### config.mk
export PLATFORM = sky130hd
export DESIGN_NAME = priority_bitmap_thread_scheduler_top
export DESIGN_NICKNAME = d
export VERILOG_FILES = /design/src/hdl/pbts_pkg.sv /design/src/hdl/priority_bitmap_thread_scheduler_top.sv /design/src/hdl/pbts_ram.sv
export SDC_FILE = /design/constraint.sdc
export NUM_CORES = 2
export LEC_CHECK = 0
export CAP_MARGIN = 10
export CORE_MARGIN = 8
export CORE_UTILIZATION = 49
export DETAILED_ROUTE_END_ITERATION = 10
export DONT_BUFFER_PORTS = 1
export PLACE_DENSITY = 0.66
export SYNTH_ARGS = -nofsm -noshare
export SYNTH_HDL_FRONTEND = slang
export SYNTH_HIERARCHICAL = 1
export SYNTH_SLANG_ARGS = --single-unit
export TNS_END_PERCENT = 1
### constraint.sdc
create_clock -name clk -period 13.4 [get_ports clk]
set_clock_uncertainty 0.2 [all_clocks]
set_input_delay 2.01 -clock clk [delete_from_list [all_inputs] [get_ports clk]]
set_output_delay 2.01 -clock clk [all_outputs]
set_load 0.02 [all_outputs]
### src/hdl/pbts_pkg.sv
// Shared types, constants and helper functions of the priority bitmap thread scheduler.
package pbts_pkg;

    localparam int MAX_THREADS = 64;
    localparam int LEVELS      = 32;
    localparam int TID_W       = $clog2(MAX_THREADS);
    localparam int LVL_W       = $clog2(LEVELS);
    localparam int PURGE_W     = $clog2(MAX_THREADS + 1);
    localparam int KIND_W      = 2;
    localparam int STAT_W      = 2;
    localparam int TST_W       = 2;
    localparam int S_FIELD_W   = TID_W + LVL_W + 3;
    localparam int S_DATA_W    = ((S_FIELD_W + 7) / 8) * 8;
    localparam int M_FIELD_W   = TID_W + PURGE_W;
    localparam int M_DATA_W    = ((M_FIELD_W + 7) / 8) * 8;
    localparam int M_PAD_W     = M_DATA_W - M_FIELD_W;

    typedef enum logic [KIND_W-1:0] {
        KIND_ENQ  = 2'd0,
        KIND_SEL  = 2'd1,
        KIND_KILL = 2'd2,
        KIND_NOP  = 2'd3
    } kind_t;

    typedef enum logic [TST_W-1:0] {
        TS_NONE    = 2'd0,
        TS_READY   = 2'd1,
        TS_RUNNING = 2'd2,
        TS_DEAD    = 2'd3
    } tstat_t;

    typedef enum logic [STAT_W-1:0] {
        RES_PICKED = 2'd0,
        RES_KEPT   = 2'd1,
        RES_NONE   = 2'd2,
        RES_IDLE   = 2'd3
    } res_t;

    typedef enum logic [2:0] {
        S_IDLE,
        S_DECODE,
        S_RUN_CHK,
        S_APPEND_RD,
        S_APPEND_WR,
        S_PICK,
        S_PICK_HD,
        S_PICK_CHK
    } state_t;

    // lowest set bit by halving search; all-zero input gives LEVELS-1
    function automatic logic [LVL_W-1:0] first_set(input logic [LEVELS-1:0] m);
        logic [LEVELS-1:0] v;
        logic [LEVELS-1:0] lo_mask;
        logic [LVL_W-1:0]  idx;
        int                half;
        v   = m;
        idx = '0;
        for (int s = LVL_W - 1; s >= 0; s--)
        begin
            half    = 1 << s;
            lo_mask = (LEVELS'(1) << half) - LEVELS'(1);
            if ((v & lo_mask) == '0)
            begin
                idx[s] = 1'b1;
                v      = v >> half;
            end
        end
        return idx;
    endfunction

endpackage

### src/hdl/priority_bitmap_thread_scheduler_top.sv
// Top level of the priority bitmap thread scheduler: sequencer, run queue RAMs and thread table.
// Flow per item: kill, no-op, refused select and ignored enqueue answer from the decode
// state; enqueue reads the level's tail, then appends. A select first checks a running
// thread, keeping it or requeueing it, then picks: it reports idle when no queue is pending,
// else reads the best level's head RAM, then the head's status and link, purging dead heads.
// One item at a time: the next item is taken once the previous result has been taken.
// rst_n (asynchronous, active low) empties every queue and clears all thread states.
module priority_bitmap_thread_scheduler_top (
    input  logic                          clk,
    input  logic                          rst_n,
    input  logic                          s_tvalid,
    output logic                          s_tready,
    // thread_id, priority_req, yield_request, scheduler_disabled, context_mismatch
    input  logic [pbts_pkg::S_DATA_W-1:0] s_tdata,
    // kind
    input  logic [pbts_pkg::KIND_W-1:0]   s_tuser,
    output logic                          m_tvalid,
    input  logic                          m_tready,
    // picked_thread, purged_count
    output logic [pbts_pkg::M_DATA_W-1:0] m_tdata,
    // status
    output logic [pbts_pkg::STAT_W-1:0]   m_tuser
);

    import pbts_pkg::*;

    state_t              state_reg, state_next;
    kind_t               kind_reg;
    logic [TID_W-1:0]    tid_reg;
    logic [LVL_W-1:0]    lvl_reg;
    logic                yield_reg, dis_reg, mis_reg;

    logic [TID_W-1:0]    app_t_reg, app_t_next;
    logic [LVL_W-1:0]    app_lvl_reg, app_lvl_next;
    logic [LVL_W-1:0]    pick_lvl_reg, pick_lvl_next;
    logic [TID_W-1:0]    h_reg, h_next;
    logic                last_reg, last_next;
    logic [PURGE_W-1:0]  purged_reg, purged_next;

    logic [LEVELS-1:0]      pending_reg, pending_next;
    logic [MAX_THREADS-1:0] queued_reg, queued_next;
    logic [MAX_THREADS-1:0] stv_reg, stv_next;
    logic                   run_valid_reg, run_valid_next;
    logic [TID_W-1:0]       run_id_reg, run_id_next;

    logic                out_valid_reg, out_valid_next;
    res_t                out_stat_reg, out_stat_next;
    logic [TID_W-1:0]    out_pick_reg, out_pick_next;
    logic [PURGE_W-1:0]  out_purged_reg, out_purged_next;

    logic                accept;
    logic [LVL_W-1:0]    best_lvl;
    tstat_t              cur_st;

    logic                st_we;
    logic [TID_W-1:0]    st_waddr, st_raddr;
    logic [TST_W-1:0]    st_wdata, st_rdata;
    logic                nx_we;
    logic [TID_W-1:0]    nx_waddr, nx_wdata, nx_rdata;
    logic                lv_we;
    logic [TID_W-1:0]    lv_waddr;
    logic [LVL_W-1:0]    lv_wdata, lv_rdata;
    logic                hd_we;
    logic [LVL_W-1:0]    hd_waddr, hd_raddr;
    logic [TID_W-1:0]    hd_wdata, hd_rdata;
    logic                tl_we;
    logic [LVL_W-1:0]    tl_waddr, tl_raddr;
    logic [TID_W-1:0]    tl_wdata, tl_rdata;

    assign s_tready = (state_reg == S_IDLE) && !out_valid_reg;
    assign accept   = s_tvalid && s_tready;
    assign m_tvalid = out_valid_reg;
    assign m_tdata  = {{M_PAD_W{1'b0}}, out_purged_reg, out_pick_reg};
    assign m_tuser  = out_stat_reg;
    assign best_lvl = first_set(pending_reg);

    assign st_raddr = (state_reg == S_PICK_HD) ? hd_rdata : run_id_reg;

    // per-thread status, link and level tables
    pbts_ram #(.WIDTH(TST_W), .DEPTH(MAX_THREADS)) u_status_ram (
        .clk   (clk),
        .we    (st_we),
        .waddr (st_waddr),
        .wdata (st_wdata),
        .raddr (st_raddr),
        .rdata (st_rdata)
    );

    pbts_ram #(.WIDTH(TID_W), .DEPTH(MAX_THREADS)) u_next_ram (
        .clk   (clk),
        .we    (nx_we),
        .waddr (nx_waddr),
        .wdata (nx_wdata),
        .raddr (hd_rdata),
        .rdata (nx_rdata)
    );

    pbts_ram #(.WIDTH(LVL_W), .DEPTH(MAX_THREADS)) u_level_ram (
        .clk   (clk),
        .we    (lv_we),
        .waddr (lv_waddr),
        .wdata (lv_wdata),
        .raddr (run_id_reg),
        .rdata (lv_rdata)
    );

    // queue heads and tails; a queue is empty exactly when its pending bit is clear
    pbts_ram #(.WIDTH(TID_W), .DEPTH(LEVELS)) u_head_ram (
        .clk   (clk),
        .we    (hd_we),
        .waddr (hd_waddr),
        .wdata (hd_wdata),
        .raddr (hd_raddr),
        .rdata (hd_rdata)
    );

    pbts_ram #(.WIDTH(TID_W), .DEPTH(LEVELS)) u_tail_ram (
        .clk   (clk),
        .we    (tl_we),
        .waddr (tl_waddr),
        .wdata (tl_wdata),
        .raddr (tl_raddr),
        .rdata (tl_rdata)
    );

    assign hd_raddr = best_lvl;
    assign tl_raddr = (state_reg == S_APPEND_RD) ? app_lvl_reg : best_lvl;
    assign cur_st   = (state_reg == S_PICK_CHK) ?
                      (stv_reg[h_reg] ? tstat_t'(st_rdata) : TS_NONE) :
                      (stv_reg[run_id_reg] ? tstat_t'(st_rdata) : TS_NONE);

    always_comb
    begin
        state_next      = state_reg;
        app_t_next      = app_t_reg;
        app_lvl_next    = app_lvl_reg;
        pick_lvl_next   = pick_lvl_reg;
        h_next          = h_reg;
        last_next       = last_reg;
        purged_next     = purged_reg;
        pending_next    = pending_reg;
        queued_next     = queued_reg;
        stv_next        = stv_reg;
        run_valid_next  = run_valid_reg;
        run_id_next     = run_id_reg;
        out_valid_next  = out_valid_reg && !m_tready;
        out_stat_next   = out_stat_reg;
        out_pick_next   = out_pick_reg;
        out_purged_next = out_purged_reg;

        st_we    = 1'b0;
        st_waddr = app_t_reg;
        st_wdata = TS_READY;
        nx_we    = 1'b0;
        nx_waddr = tl_rdata;
        nx_wdata = app_t_reg;
        lv_we    = 1'b0;
        lv_waddr = app_t_reg;
        lv_wdata = app_lvl_reg;
        hd_we    = 1'b0;
        hd_waddr = app_lvl_reg;
        hd_wdata = app_t_reg;
        tl_we    = 1'b0;
        tl_waddr = app_lvl_reg;
        tl_wdata = app_t_reg;

        unique case (state_reg)
            S_IDLE:
            begin
                if (accept)
                begin
                    purged_next = '0;
                    state_next  = S_DECODE;
                end
            end

            S_DECODE:
            begin
                out_stat_next   = RES_NONE;
                out_pick_next   = '0;
                out_purged_next = '0;
                unique case (kind_reg)
                    KIND_ENQ:
                    begin
                        if (!queued_reg[tid_reg] && !(run_valid_reg && run_id_reg == tid_reg))
                        begin
                            app_t_next   = tid_reg;
                            app_lvl_next = lvl_reg;
                            state_next   = S_APPEND_RD;
                        end
                        else
                        begin
                            out_valid_next = 1'b1;
                            state_next     = S_IDLE;
                        end
                    end
                    KIND_KILL:
                    begin
                        st_we             = 1'b1;
                        st_waddr          = tid_reg;
                        st_wdata          = TS_DEAD;
                        stv_next[tid_reg] = 1'b1;
                        out_valid_next    = 1'b1;
                        state_next        = S_IDLE;
                    end
                    KIND_SEL:
                    begin
                        if (dis_reg || mis_reg)
                        begin
                            out_valid_next = 1'b1;
                            state_next     = S_IDLE;
                        end
                        else if (run_valid_reg)
                        begin
                            state_next = S_RUN_CHK;
                        end
                        else
                        begin
                            state_next = S_PICK;
                        end
                    end
                    default:
                    begin
                        out_valid_next = 1'b1;
                        state_next     = S_IDLE;
                    end
                endcase
            end

            S_RUN_CHK:
            begin
                if (cur_st == TS_RUNNING)
                begin
                    if (!yield_reg && (pending_reg == '0 || lv_rdata <= best_lvl))
                    begin
                        out_stat_next  = RES_KEPT;
                        out_valid_next = 1'b1;
                        state_next     = S_IDLE;
                    end
                    else
                    begin
                        app_t_next   = run_id_reg;
                        app_lvl_next = lv_rdata;
                        state_next   = S_APPEND_RD;
                    end
                end
                else
                begin
                    state_next = S_PICK;
                end
            end

            S_APPEND_RD:
            begin
                state_next = S_APPEND_WR;
            end

            S_APPEND_WR:
            begin
                if (pending_reg[app_lvl_reg])
                begin
                    nx_we = 1'b1;
                end
                else
                begin
                    hd_we = 1'b1;
                end
                tl_we                     = 1'b1;
                lv_we                     = 1'b1;
                st_we                     = 1'b1;
                stv_next[app_t_reg]       = 1'b1;
                queued_next[app_t_reg]    = 1'b1;
                pending_next[app_lvl_reg] = 1'b1;
                if (kind_reg == KIND_SEL)
                begin
                    state_next = S_PICK;
                end
                else
                begin
                    out_valid_next = 1'b1;
                    state_next     = S_IDLE;
                end
            end

            S_PICK:
            begin
                if (pending_reg == '0)
                begin
                    run_valid_next  = 1'b0;
                    out_stat_next   = RES_IDLE;
                    out_pick_next   = '0;
                    out_purged_next = purged_reg;
                    out_valid_next  = 1'b1;
                    state_next      = S_IDLE;
                end
                else
                begin
                    pick_lvl_next = best_lvl;
                    state_next    = S_PICK_HD;
                end
            end

            S_PICK_HD:
            begin
                h_next     = hd_rdata;
                last_next  = (hd_rdata == tl_rdata);
                state_next = S_PICK_CHK;
            end

            S_PICK_CHK:
            begin
                // pop the head; the tail marks the end of the list
                if (last_reg)
                begin
                    pending_next[pick_lvl_reg] = 1'b0;
                end
                else
                begin
                    hd_we    = 1'b1;
                    hd_waddr = pick_lvl_reg;
                    hd_wdata = nx_rdata;
                end
                queued_next[h_reg] = 1'b0;
                if (cur_st == TS_DEAD || cur_st == TS_NONE)
                begin
                    purged_next = purged_reg + PURGE_W'(1);
                    state_next  = S_PICK;
                end
                else
                begin
                    st_we           = 1'b1;
                    st_waddr        = h_reg;
                    st_wdata        = TS_RUNNING;
                    run_valid_next  = 1'b1;
                    run_id_next     = h_reg;
                    out_stat_next   = RES_PICKED;
                    out_pick_next   = h_reg;
                    out_purged_next = purged_reg;
                    out_valid_next  = 1'b1;
                    state_next      = S_IDLE;
                end
            end

            default:
            begin
                state_next = S_IDLE;
            end
        endcase
    end

    always_ff @(posedge clk or negedge rst_n)
    begin
        if (!rst_n)
        begin
            state_reg     <= S_IDLE;
            pending_reg   <= '0;
            queued_reg    <= '0;
            stv_reg       <= '0;
            run_valid_reg <= 1'b0;
            out_valid_reg <= 1'b0;
        end
        else
        begin
            state_reg     <= state_next;
            pending_reg   <= pending_next;
            queued_reg    <= queued_next;
            stv_reg       <= stv_next;
            run_valid_reg <= run_valid_next;
            out_valid_reg <= out_valid_next;
        end
    end

    always_ff @(posedge clk)
    begin
        if (accept)
        begin
            kind_reg  <= kind_t'(s_tuser);
            tid_reg   <= s_tdata[TID_W-1:0];
            lvl_reg   <= s_tdata[TID_W +: LVL_W];
            yield_reg <= s_tdata[TID_W + LVL_W];
            dis_reg   <= s_tdata[TID_W + LVL_W + 1];
            mis_reg   <= s_tdata[TID_W + LVL_W + 2];
        end
        app_t_reg      <= app_t_next;
        app_lvl_reg    <= app_lvl_next;
        pick_lvl_reg   <= pick_lvl_next;
        h_reg          <= h_next;
        last_reg       <= last_next;
        purged_reg     <= purged_next;
        run_id_reg     <= run_id_next;
        out_stat_reg   <= out_stat_next;
        out_pick_reg   <= out_pick_next;
        out_purged_reg <= out_purged_next;
    end

endmodule

### src/hdl/pbts_ram.sv
// Generic single-write, single-read RAM with registered read data.
module pbts_ram #(
    parameter int WIDTH = 8,
    parameter int DEPTH = 32
) (
    input  logic                     clk,
    input  logic                     we,
    input  logic [$clog2(DEPTH)-1:0] waddr,
    input  logic [WIDTH-1:0]         wdata,
    input  logic [$clog2(DEPTH)-1:0] raddr,
    output logic [WIDTH-1:0]         rdata
);

    logic [WIDTH-1:0] mem [DEPTH];

    always_ff @(posedge clk)
    begin
        if (we)
        begin
            mem[waddr] <= wdata;
        end
        rdata <= mem[raddr];
    end

endmodule

==> results.md <==
* Cts hold-fix bufs at 0
* Total negative slack at 0 ns
* R2R Path End: app_t_reg[2]
* Minimum clock period after layout at 6.72 ns
* Met2 wire length at 66500 µm
* Final RePlAce weighted congestion at 0.884
* Via total after detailed routing at 33025
* Share of Yosys cell area claimed by the top area cell type at 63.3%
* Synthesis-to-finish area growth at 10.2%
* Number of I/O port buffers at 0
* Arrival @ worst endpoint at 6.97 ns
* Clk Tree Root Cell: sky130_fd_sc_hd__clkbuf_16
* Fraction of final layout cells sized beyond drive strength 1 at 20.0%
* Clock latency at the later pin of the worst-skew pair at 0.75 ns
* EDFF count, synth at 1283
* Post-synth cell types at 79
* Tightest Pin Transition at 1.21 ns
* Crit. Startpoint: pending_reg[1]
* Highest clock frequency the design can meet at 0.149 GHz
* # IOs at 42
* TritonCTS clock tree: built
* Worst setup SP type: flop
* Count of cells along the worst register-to-register path at 17
* Launching point of the worst reg2reg path: pending_reg[1]
* Total power per unit cell area at 205 nW/µm²
* Wire length of the first global-routing pass at 211000 µm
* Post-layout total power at 13.7 mW
* Site row count at 129
* Max-cap violation count at 0
* Count of synthesis-stage warnings from yosys at 6
* Cell type contributing the most total cell area after synthesis: sky130_fd_sc_hd__edfxtp_1
* Number of failing setup endpoints in the final timing report at 0
* Type of the worst min-delay path: reg2reg
* Largest registers: u_next_ram/mem: 384 flops, u_level_ram/mem: 320 flops
* Clock sink count at 1473
* Fraction of the cycle the final worst path needs at 50.1%
* Vias per cell at 6.32
* Grt total ovfl at 0
* Antenna Nets Post-Route at 0
* Utilization after layout at 54.3%
* Max H-tree Level at 4
* Flop-to-flop setup slack at 6.68 ns
* Cell area after technology mapping at 60900 µm²
* Critical Path End Type: flop
* DRC viols at 0
* Unrepaired setup endpoints after global routing: false
* Average size of a mapped cell at 17.7 µm²
* Drt first-iter violations at 3888
* Length of routed met3 wiring at 11400 µm
* Detailed Routing Iterations Pass 1 at 6
* WL met1 at 58500 µm
* Remaining max-slew budget at the tightest pin at 18.4%
* Core Box Area at 123000 µm²
* Top layer used by detailed routing: met5
* Clock-pin slew on the worst setup and hold paths at 0.06 ns
* Number of clock buffers inserted by TritonCTS at 153
* Pins Over Slew Limit at 0
* Overall die width at 368 µm
* Post-synth ARST share at 11.2%
* Initial antenna violation count at 1
* Count of mapped cells out of synthesis at 3443
* Detail Placement HPWL at 85200 µm
* Startpoint-to-endpoint class of the critical path: reg2reg
* Sum of routed wire length over all layers at 141000 µm
* Worst supply voltage drop on vdd at 0.206 mV
* Dpl cell area at 62400 µm²
* Count of instances resized after the clock tree is built at 0
* Count of cells along the worst hold path at 1
* Worst hold path startpoint: stv_reg[27]
* Flip-flop count of the largest register after layout at 384
* Chip height at 368 µm
* Maximum net fanout on the critical path at 50
* Sequential-to-total area share from yosys stat at 70.9%
* Final std cell area, no fill at 67100 µm²
* End point of the most critical hold path: stv_reg[27]
* Number of nets in the layout at 3493
* Required arrival time at the worst endpoint at 13.66 ns
* Primary FF master, synth: sky130_fd_sc_hd__edfxtp_1
* Vias in the first global route at 33140
* Final-report hold violation count at 0
* Count of inserted antenna diode cells at 0
* Leakage dissipation at 21.6 nW
* Run status: complete, no violations
* Register with the most flip-flops: u_next_ram/mem
* Worst hold slack at 0.301 ns
* Post-CTS repair timing setup buffer count at 0
* Global Route Usage Sum at 20.4%
* Worst-case clock buffer depth at 3
* Area of the die at 136000 µm²
* Yosys reg bits at 1473
* Top post-synthesis cells by area: sky130_fd_sc_hd__edfxtp_1 (63%), sky130_fd_sc_hd__mux4_2 (13%), sky130_fd_sc_hd__dfrtp_1 (6.8%)
* Pin count of the biggest net entering global routing at 166
* Initial Util at 49.3%
* Average detailed-routed wire length per instance at 27.0 µm
[cells by family (layout without fill, tap and decap cells)]
family	after synthesis	in the layout	share of synthesized area, %
AND/OR/NAND/NOR	736	736	5.84
multiplexers	483	483	15.7
XOR/XNOR	18	18	0.259
flip-flops	1473	1473	70.9
buffers and inverters	217	360	1.87
other	1	3	0.00616
AO/OA/AOI/OAI	508	508	5.32
adder cells (fa/ha/maj)	7	7	0.144
[report_power, final]
| group | leakage [nW] | internal (mW) | switching [mW] | total [mW] |
|---|---|---|---|---|
| clock | 2.26 | 2.25 | 1.72 | 3.97 |
| sequential | 14.0 | 5.48 | 0.384 | 5.86 |
| combinational | 5.30 | 1.78 | 2.13 | 3.92 |
| total | 21.6 | 9.51 | 4.24 | 13.7 |
[layout by cell type (no fill, tap or decap), drive strengths merged, types with 15 or more instances in the layout]
cell type and instances:
o21ai 249, a221oi 15, a22oi 16, or3b 18
clkbuf 210, o221ai 16, nor2b 38, mux2 70
inv 26, dfrtp 165, mux4 363, buf 63
nor3 27, nand3 58, mux2i 50, and3 19
a21oi 57, nor2 325, nand2 106, a221o 51
o22ai 29, clkinv 52, nand2b 22, dfxtp 25
nand3b 30, or3 18, edfxtp 1283
[per-layer routing]
layer	vias up	GRT usage [%]
met2	1461	31.7
met4	2	7.07
met3	319	4.39
met1	17247	28.7
met5	-	0
li1	13996	-
[stage by stage]
stage,setup slack [ns],std cells
CTS,6.68,5225
finish,6.68,5225
detailed placement,6.71,4946
floorplan,7.53,3445
global route,6.25,5225
global placement,6.71,4946
[critical path, stage by stage (launching register included)]
cell	delay, ns
sky130_fd_sc_hd__dfrtp_1	0.43
sky130_fd_sc_hd__or4_1	0.58
sky130_fd_sc_hd__or4_1	0.72
sky130_fd_sc_hd__inv_1	0.82
sky130_fd_sc_hd__mux2i_1	0.21
sky130_fd_sc_hd__nor3b_1	0.19
sky130_fd_sc_hd__or3b_4	0.45
sky130_fd_sc_hd__a21oi_1	0.44
sky130_fd_sc_hd__a211oi_4	0.04
sky130_fd_sc_hd__buf_4	0.44
sky130_fd_sc_hd__ha_1	0.34
sky130_fd_sc_hd__nor2b_1	0.10
sky130_fd_sc_hd__o21ai_0	0.09
sky130_fd_sc_hd__nand2_1	0.12
sky130_fd_sc_hd__a31oi_4	0.11
sky130_fd_sc_hd__or3_1	0.35
sky130_fd_sc_hd__a21oi_1	0.51
sky130_fd_sc_hd__buf_4	0.27
[cells in the mapped netlist (13+ instances only)]
| master | count |
|---|---|
| sky130_fd_sc_hd__mux4_1 | 20 |
| sky130_fd_sc_hd__dfxtp_1 | 25 |
| sky130_fd_sc_hd__nor3_1 | 27 |
| sky130_fd_sc_hd__nand3_1 | 58 |
| sky130_fd_sc_hd__nand2b_1 | 22 |
| sky130_fd_sc_hd__a31oi_1 | 13 |
| sky130_fd_sc_hd__nand3b_1 | 30 |
| sky130_fd_sc_hd__nor4_1 | 14 |
| sky130_fd_sc_hd__a21oi_1 | 57 |
| sky130_fd_sc_hd__nand4_1 | 13 |
| sky130_fd_sc_hd__mux2i_1 | 50 |
| sky130_fd_sc_hd__o21ai_0 | 241 |
| sky130_fd_sc_hd__or3_1 | 18 |
| sky130_fd_sc_hd__mux2_2 | 70 |
| sky130_fd_sc_hd__nor2_1 | 325 |
| sky130_fd_sc_hd__inv_1 | 16 |
| sky130_fd_sc_hd__buf_1 | 18 |
| sky130_fd_sc_hd__and3_1 | 19 |
| sky130_fd_sc_hd__o221ai_1 | 16 |
| sky130_fd_sc_hd__a22oi_1 | 15 |
| sky130_fd_sc_hd__mux4_2 | 343 |
| sky130_fd_sc_hd__edfxtp_1 | 1283 |
| sky130_fd_sc_hd__clkbuf_1 | 110 |
| sky130_fd_sc_hd__nand2_1 | 106 |
| sky130_fd_sc_hd__a221oi_1 | 15 |
| sky130_fd_sc_hd__a221o_1 | 51 |
| sky130_fd_sc_hd__or3b_2 | 16 |
| sky130_fd_sc_hd__o22ai_1 | 29 |
| sky130_fd_sc_hd__dfrtp_1 | 165 |
| sky130_fd_sc_hd__buf_6 | 22 |
| sky130_fd_sc_hd__buf_2 | 32 |
| sky130_fd_sc_hd__nor2b_1 | 38 |
[cell type report]
| class | count | area [µm²] |
|---|---|---|
| fill | 9550 | 56400 |
| timing repair buffer | 63 | 473 |
| inverter | 18 | 67.6 |
| clock inverter | 69 | 581 |
| sequential | 1473 | 43200 |
| tap | 1637 | 2050 |
| multi-input combinational | 1755 | 16700 |
| clock buffer | 210 | 4090 |
[worst max path at each step]
stage and end:
6_report app_t_reg[2], 5_1_grt app_t_reg[2], 4_1_cts app_t_reg[2], 3_5_place_dp app_t_reg[5], 3_3_place_gp app_t_reg[3], 2_1_floorplan u_status_ram/mem[13][0]
No activity file was read; power rests on OpenSTA's default activity.
